`config.mk`:
```
export PLATFORM = sky130hd
export DESIGN_NAME = glcq_dec_parser
export DESIGN_NICKNAME = d
export VERILOG_FILES = /design/src/rtl/core/glcq_pkg.sv /design/src/rtl/core/glcq_dec_parser.sv
export SDC_FILE = /design/constraint.sdc
export NUM_CORES = 1
export LEC_CHECK = 0
export ABC_CLOCK_PERIOD_IN_PS = 4270
export BUFFER_PORTS_ARGS = -buffer_cell sky130_fd_sc_hd__buf_2
export CAP_MARGIN = 30
export CORE_ASPECT_RATIO = 1.2
export CORE_MARGIN = 4
export CORE_UTILIZATION = 54
export CTS_CLUSTER_SIZE = 20
export DETAILED_ROUTE_END_ITERATION = 7
export PLACE_DENSITY = 0.74
export SKIP_CTS_REPAIR_TIMING = 1
export SLEW_MARGIN = 25
export SYNTH_ARGS = -nofsm -noshare
export SYNTH_HDL_FRONTEND = slang
export SYNTH_SLANG_ARGS = --single-unit
```
`constraint.sdc`:
```
create_clock -name clk -period 4.27 [get_ports clk]
set_input_delay 0.2135 -clock clk [delete_from_list [all_inputs] [get_ports clk]]
set_output_delay 0.2135 -clock clk [all_outputs]
set_load 0.02 [all_outputs]
```
`src/rtl/core/glcq_pkg.sv`:
```
// Types, codes and character constants of the line checker queue.
package glcq_pkg;

  localparam int QUEUE_SLOTS_DEF = 4;
  localparam int LINE_MAX_DEF    = 96;
  localparam int OUT_DEPTH       = 3;

  localparam logic [7:0] CH_HT     = 8'h09;
  localparam logic [7:0] CH_LF     = 8'h0A;
  localparam logic [7:0] CH_CR     = 8'h0D;
  localparam logic [7:0] CH_SPACE  = 8'h20;
  localparam logic [7:0] CH_STAR   = 8'h2A;
  localparam logic [7:0] CH_PLUS   = 8'h2B;
  localparam logic [7:0] CH_MINUS  = 8'h2D;
  localparam logic [7:0] CH_0      = 8'h30;
  localparam logic [7:0] CH_9      = 8'h39;
  localparam logic [7:0] CH_SEMI   = 8'h3B;
  localparam logic [7:0] CH_N      = 8'h4E;
  localparam logic [7:0] CH_BSLASH = 8'h5C;

  localparam logic [31:0] TXT_M110 = 32'h4D31_3130;
  localparam logic [31:0] TXT_M108 = 32'h4D31_3038;
  localparam logic [31:0] TXT_M112 = 32'h4D31_3132;
  localparam logic [31:0] TXT_M410 = 32'h4D34_3130;

  localparam logic [31:0] MAG_SAT  = 32'h8000_0000;

  typedef enum logic [1:0] {
    REQ_BYTE    = 2'd0,
    REQ_RELEASE = 2'd1,
    REQ_READ    = 2'd2
  } req_t;

  typedef enum logic [2:0] {
    ST_OK      = 3'd0,
    ST_BAD_NUM = 3'd1,
    ST_CHK_BAD = 3'd2,
    ST_NO_CHK  = 3'd3,
    ST_NO_NUM  = 3'd4,
    ST_FULL    = 3'd5
  } status_t;

  typedef enum logic [1:0] {
    EM_NONE = 2'd0,
    EM_M108 = 2'd1,
    EM_M112 = 2'd2,
    EM_M410 = 2'd3
  } emerg_t;

  typedef enum logic {
    KIND_LINE = 1'b0,
    KIND_READ = 1'b1
  } kind_t;

  typedef enum logic [1:0] {
    PH_IDLE,
    PH_SKIP,
    PH_DIGIT,
    PH_DONE
  } phase_t;

  typedef struct packed {
    logic        kind;
    logic [2:0]  status;
    logic        resend;
    logic [30:0] resend_line;
    logic [6:0]  len;
    logic [3:0]  slot;
    logic [1:0]  emerg;
    logic [7:0]  rchar;
    logic [4:0]  qcount;
  } res_t;

endpackage

```
`src/rtl/core/glcq_dec_parser.sv`:
```
// Incremental decimal parser that follows a trigger character in the stored line.
module glcq_dec_parser import glcq_pkg::*; (
  input  logic               clk,
  input  logic               rst,
  input  logic               clear,
  input  logic               stored,
  input  logic               trig,
  input  logic [7:0]         ch,
  output logic               started,
  output logic signed [31:0] value
);

  phase_t      phase, phase_next;
  logic        neg, neg_next;
  logic [31:0] mag, mag_next;
  logic        is_digit, is_blank, is_sign;
  logic [3:0]  digit;
  logic [35:0] acc;
  logic [31:0] mag_acc;

  always_comb begin
    is_digit = (ch >= CH_0) && (ch <= CH_9);
    is_blank = (ch == CH_SPACE) || ((ch >= CH_HT) && (ch <= CH_CR));
    is_sign  = (ch == CH_PLUS) || (ch == CH_MINUS);
    digit    = 4'(ch - CH_0);
    acc      = ({4'd0, mag} << 3) + ({4'd0, mag} << 1) + 36'(digit);
    mag_acc  = (acc > 36'(MAG_SAT)) ? MAG_SAT : acc[31:0];
  end

  always_comb begin
    phase_next = phase;
    neg_next   = neg;
    mag_next   = mag;
    if (clear) begin
      phase_next = PH_IDLE;
      neg_next   = 1'b0;
      mag_next   = '0;
    end else if (stored) begin
      unique case (phase)
        PH_IDLE: begin
          if (trig) begin
            phase_next = PH_SKIP;
            neg_next   = 1'b0;
            mag_next   = '0;
          end
        end
        PH_SKIP: begin
          if (is_blank) begin
            phase_next = PH_SKIP;
          end else if (is_sign) begin
            phase_next = PH_DIGIT;
            neg_next   = (ch == CH_MINUS);
          end else if (is_digit) begin
            phase_next = PH_DIGIT;
            mag_next   = mag_acc;
          end else begin
            phase_next = PH_DONE;
          end
        end
        PH_DIGIT: begin
          if (is_digit) begin
            mag_next = mag_acc;
          end else begin
            phase_next = PH_DONE;
          end
        end
        PH_DONE: phase_next = PH_DONE;
        default: phase_next = PH_IDLE;
      endcase
    end
  end

  // The magnitude saturates at 2^31, so a positive result clamps one below it.
  always_comb begin
    started = (phase != PH_IDLE);
    if (neg) begin
      value = $signed(32'(33'd0 - {1'b0, mag}));
    end else if (mag[31]) begin
      value = 32'sh7FFF_FFFF;
    end else begin
      value = $signed(mag);
    end
  end

  always_ff @(posedge clk) begin
    if (rst) begin
      phase <= PH_IDLE;
      neg   <= 1'b0;
      mag   <= '0;
    end else begin
      phase <= phase_next;
      neg   <= neg_next;
      mag   <= mag_next;
    end
  end

endmodule

```
# ---- Word level (Yosys, flattened, before mapping)
# Index checks and enable logic that the tools add are counted.
dict set report word_totals {
  regBits 35
  inputBits 13
  word_cells 53
}
dict set report op_classes {
  add_sub_neg 4
  order_cmp 5
  eq_ne 11
  mux 18
  n_reduce_logical 12
}
# cell count
set op_table {}
lappend op_table {{$mux W32} 6}
lappend op_table {{$pmux W32 S3} 1}
lappend op_table {{$add A35 B33 Y36} 1}
lappend op_table {{$add A36 B4 Y36} 1}
lappend op_table {{$gt A36 B32 Y1 const B} 1}
lappend op_table {{$sub A1 B32 Y32 const A} 1}
lappend op_table {{$mux W31} 1}
lappend op_table {{$eq A8 B6 Y1 const B} 3}
lappend op_table {{$ne A2 B2 Y1 const B} 5}
lappend op_table {{$reduce_and A5 Y1} 2}
lappend op_table {{$ge A8 B4 Y1 const B} 1}
lappend op_table {{$ge A8 B6 Y1 const B} 1}
lappend op_table {{$le A8 B4 Y1 const B} 1}
lappend op_table {{$le A8 B6 Y1 const B} 1}
lappend op_table {{$pmux W2 S4} 1}
lappend op_table {{$mux W2} 3}
lappend op_table {{$mux W1} 5}
lappend op_table {{$eq A2 B2 Y1 const B} 2}
lappend op_table {{$reduce_bool A2 Y1} 2}
lappend op_table {{$sub A4 B1 Y4 const B} 1}
lappend op_table {{$reduce_and A3 Y1} 1}
lappend op_table {{$reduce_bool A3 Y1} 1}
lappend op_table {{$eq A2 B1 Y1 const B} 1}
lappend op_table {{$logic_and A1 B1 Y1} 2}
lappend op_table {{other kinds (4)} 5}

# ---- Depth between registers and ports, before layout
dict set report depth {
  word_depth 8
  depth_mapped 14
  ltp_nobuf 13
}

# ---- Worst setup path before layout
# OpenSTA, ideal clock, no wires.
dict set report synth_timing {
  path_type {register to register}
  startpoint {register mag[2]}
  endpoint {register mag[0]}
  setup_ns 0.062
  arrival_time_ns 3.441
  required_ns 4.208
  path_slack_ns 0.767
  stages_incl_launch_ff 15
  n_path_buf 1
  period_less_slack_ns 3.503
  cell_sequence {dfxtp_1 > inv_1 > fa_1 > inv_1 > ha_1 > a211oi_1 > o21ai_0 > a21oi_1 > o221ai_1 > a31oi_1 > xnor2_1 > or3_1 > nor3b_1 > buf_2 > a32o_1}
}
dict set report synth_via {
  elab_chain_cells 8
}
# item line_no
set synth_lines {}
lappend synth_lines {{from (decl)} glcq_dec_parser.sv:15} ;# logic [31:0] mag, mag_next;
lappend synth_lines {{from (signal assigned)} glcq_dec_parser.sv:93} ;# mag <= mag_next;
lappend synth_lines {{$add A35 B33 Y36 (*)} glcq_dec_parser.sv:26} ;# acc = ({4'd0, mag} << 3) + ({4'd0, mag} << 1) + 36'(digit);
lappend synth_lines {{$add A36 B4 Y36 (*)} glcq_dec_parser.sv:26}
lappend synth_lines {{$gt A36 B32 Y1 (*)} glcq_dec_parser.sv:27} ;# mag_acc = (acc > 36'(MAG_SAT)) ? MAG_SAT : acc[31:0];
lappend synth_lines {{$mux W32 (*)} glcq_dec_parser.sv:27}
lappend synth_lines {{$mux W32 (*)} {glcq_dec_parser.sv:53, glcq_dec_parser.sv:61}}
lappend synth_lines {{$mux W32} glcq_dec_parser.sv:50} ;# end else if (is_sign) begin
lappend synth_lines {{$mux W32} glcq_dec_parser.sv:48} ;# if (is_blank) begin
lappend synth_lines {{$pmux W32 S3 (*)} glcq_dec_parser.sv:39} ;# unique case (phase)
# Mark *: on every way between the ends. The rest lies on a longest branch, timed or not. The select of a mux whose other input is x is not followed.
# A chain may end at the register's enable or synchronous reset.

# ---- Worst setup path after layout
dict set report layout_timing {
  startpoint {register mag[0]}
  endpoint {output value[28]}
}
dict set report layout_via {
  elab_chain_cells 2
}
# item line_no
set layout_lines {}
lappend layout_lines {{$sub A1 B32 Y32} glcq_dec_parser.sv:77} ;# value = $signed(32'(33'd0 - {1'b0, mag}));
lappend layout_lines {{$mux W32} glcq_dec_parser.sv:76} ;# if (neg) begin
lappend layout_lines {{to (decl)} glcq_dec_parser.sv:10} ;# output logic signed [31:0] value
# No other way between the ends.

==> metrics.txt <==
Syn Nets 682; clock-pin transition on the worst setup and hold timing paths 0.07 ns; Setup Skew 0.00463 ns; Req. time, crit path a little over 4 ns; Via Count 4,681; number of CTS-inserted buffers 5; worst vdd ir 0.0000864 V; post-synth top area cell ha_1; Max clock buf depth 2; DRC 0; Yosys reg bits 35; Crit Path Max Fanout 5; status finished, final reports clean; WL/cell approximately 18 um; average cell area after synthesis around 7.5 um2; H-Tree Level Count 2; final core occ 60.4%; period utilisation layout 95.5%; P&R area growth vs syn 9.88%; clock sinks 35; final WL 12,800 um; Achievable Freq approximately 250 MHz; compound-cell area share of the yosys netlist 27.2%; startpoint type of the worst setup path register; total grt overflow 0; Final HPWL DP slightly above 10,000 um; Reg area 702 um2; Final Hold Fails 0; Max Cap Viol 0; xor/xnor share of the synthesized area 8.25%; register area share after synthesis 15.7%; CP arrival 3.86 ns; Rel. slew slack 60.2%; Hold Path Class in -> reg; top cell type's share of synthesized area 19.6%; Adder-Cell Fraction of Synth Area 20.5%; Vias/cell 6.42; Synth area leaders ha_1 (20%), dfxtp_1 (16%), a21oi_1 (5.8%); Die W 90.9 um; main combinational cell family by area after synthesis compound AO/OA/AOI/OAI gates; Iteration-0 DRC Markers 253; most frequent cell after synthesis ha_1; RD Place Congestion 0.923; total die area 9780 um2; total negative slack 0 ns; fillers 779; Post-Syn Instances 597; Placed Cells incl. Taps about 700; n_diodes 0; global-route wire length before repair roughly 21,000 um; YS warnings 0; number of flops mapped to enable cells by yosys 0; max-slew violation count 0; # setup viols final 0; Worst-Margin Slew 0.594 ns; post-route insts no fill 729; distinct cell type count after synthesis 57; Synth Cell Area 4460 um2; # nets final 718; Synth top cells by count ha_1 (70), nand2_1 (64), nor2_1 (53); RSZ-0062 raised after global routing false; mux cell area share after synthesis 0.926%; Cell Pwr Density 132 nW/um2; largest net degree at the start of global routing 35; nature of the critical path endpoint output port; initial antenna violation count 0; Pre-Repair DR Iteration Count 5; num rows 36; Multi-input gate area 3590 um2; vias in the first global route 4,462; layout cells sized above 1 12.5%; initial core utilization 55.0%; PortBufs 45; GRT Resource Usage Total 26.5%; Synth Flop Type dfxtp_1; CORE AREA 8110 um2; root buf cell clkbuf_8; kind of critical path reg -> out; clock latency on the worst-skew pair 0.29 ns; post-route minimum period 4.08 ns; ys async rst share 0%; CTS tree done; P_leak 2.34 nW; # IOs 46; antenna-violating nets left 0; Chip Height 108 um; post-synthesis simple-gate area fraction 23.3%
## layout by cell type, fill, tap and decap left out, drive strengths merged, types with 3 or more instances in the layout
master	netlist	final
ha	70	70
nand2	64	64
buf	5	56
nor2	53	53
a21oi	52	52
o21ai	48	48
dfxtp	35	35
nor3	29	29
xnor2	25	25
inv	20	20
a32o	20	20
a31oi	18	18
xor2	17	17
nor4	10	10
nand3	9	9
nand4	8	8
clkbuf	22	8
or3	7	7
a21o	7	7
o31ai	5	5
nand2b	5	5
a211oi	5	5
o211ai	5	5
nor3b	5	5
a22oi	4	4
and3	4	4
o21a	4	4
or4	3	3
a211o	3	3
a41oi	3	3
nor2b	3	3
mux2i	3	3
a221o	3	3
## layer usage
metal  share of wire, %  GRT usage [%]
met5                  0              0
met4                2.9           9.59
met2                 49           47.6
met3                4.2           3.50
met1                 44           32.3
## critical path, stage by stage, from the launching register on
cell and delay (ns):
dfxtp_1 0.36, inv_1 0.14, ha_1 0.27, or3b_2 0.51, nand4bb_1 0.34, nor4_2 0.32
buf_4 0.19, nand3_1 0.08, or3_1 0.37, nor3_2 0.27, nand2_1 0.11, or3_1 0.31
o311a_1 0.12, buf_2 0.16
## registers in the layout, indices dropped and copies added, names as in the netlist
signal,count
mag,32
neg,1
phase,2
## path summary, 6_finish.rpt
path / startpoint / to / slack (ns) / cells after the start
setup / recovery: mag[0]$_SDFFE_PP0P_ / value[28] / 0.19 / 13
hold / removal: clear / neg$_SDFFE_PP0P_ / 0.15 / 2
setup reg to reg: mag[2]$_SDFFE_PP0P_ / mag[11]$_SDFFE_PP0P_ / 0.37 / 13
hold reg to reg: mag[22]$_SDFFE_PP0P_ / mag[22]$_SDFFE_PP0P_ / 0.56 / 2
## cells by family after synthesis
group	Yosys count
AO/OA/AOI/OAI	188
XOR/XNOR	42
adder cells (fa/ha/maj)	72
buffers and inverters	48
flip-flops	35
multiplexers	4
AND/OR/NAND/NOR	208
## per-stage QoR
stage	worst slack, ns	instance area [um2]	hold slack (ns)	power, W
global route	0.0495	4900	0.149	0.000671
CTS	0.149	4880	0.141	0.000653
detailed placement	0.311	4780	0.449	0.000381
global placement	0.495	4780	0.446	0.000379
finish	0.194	4900	0.152	0.000646
floorplan	0.767	4460	0.290	0.000362
## where the power goes
group	switching, W	internal (W)	total [W]
Clock	0.000125	0.000147	0.000272
Combinational	0.0000288	0.0000180	0.0000468
Sequential	0.000000729	0.000327	0.000327
## layout make-up
cell class              count  share of cell area (%)
multi-input cells         514                    73.3
flip-flops and latches     35                    14.3
repair buffers             56                    6.28
well taps                  95                    2.43
clock buffers               8                    2.04
inverters                  21                    1.61
Note: power is estimated with default switching activity, not from simulation.
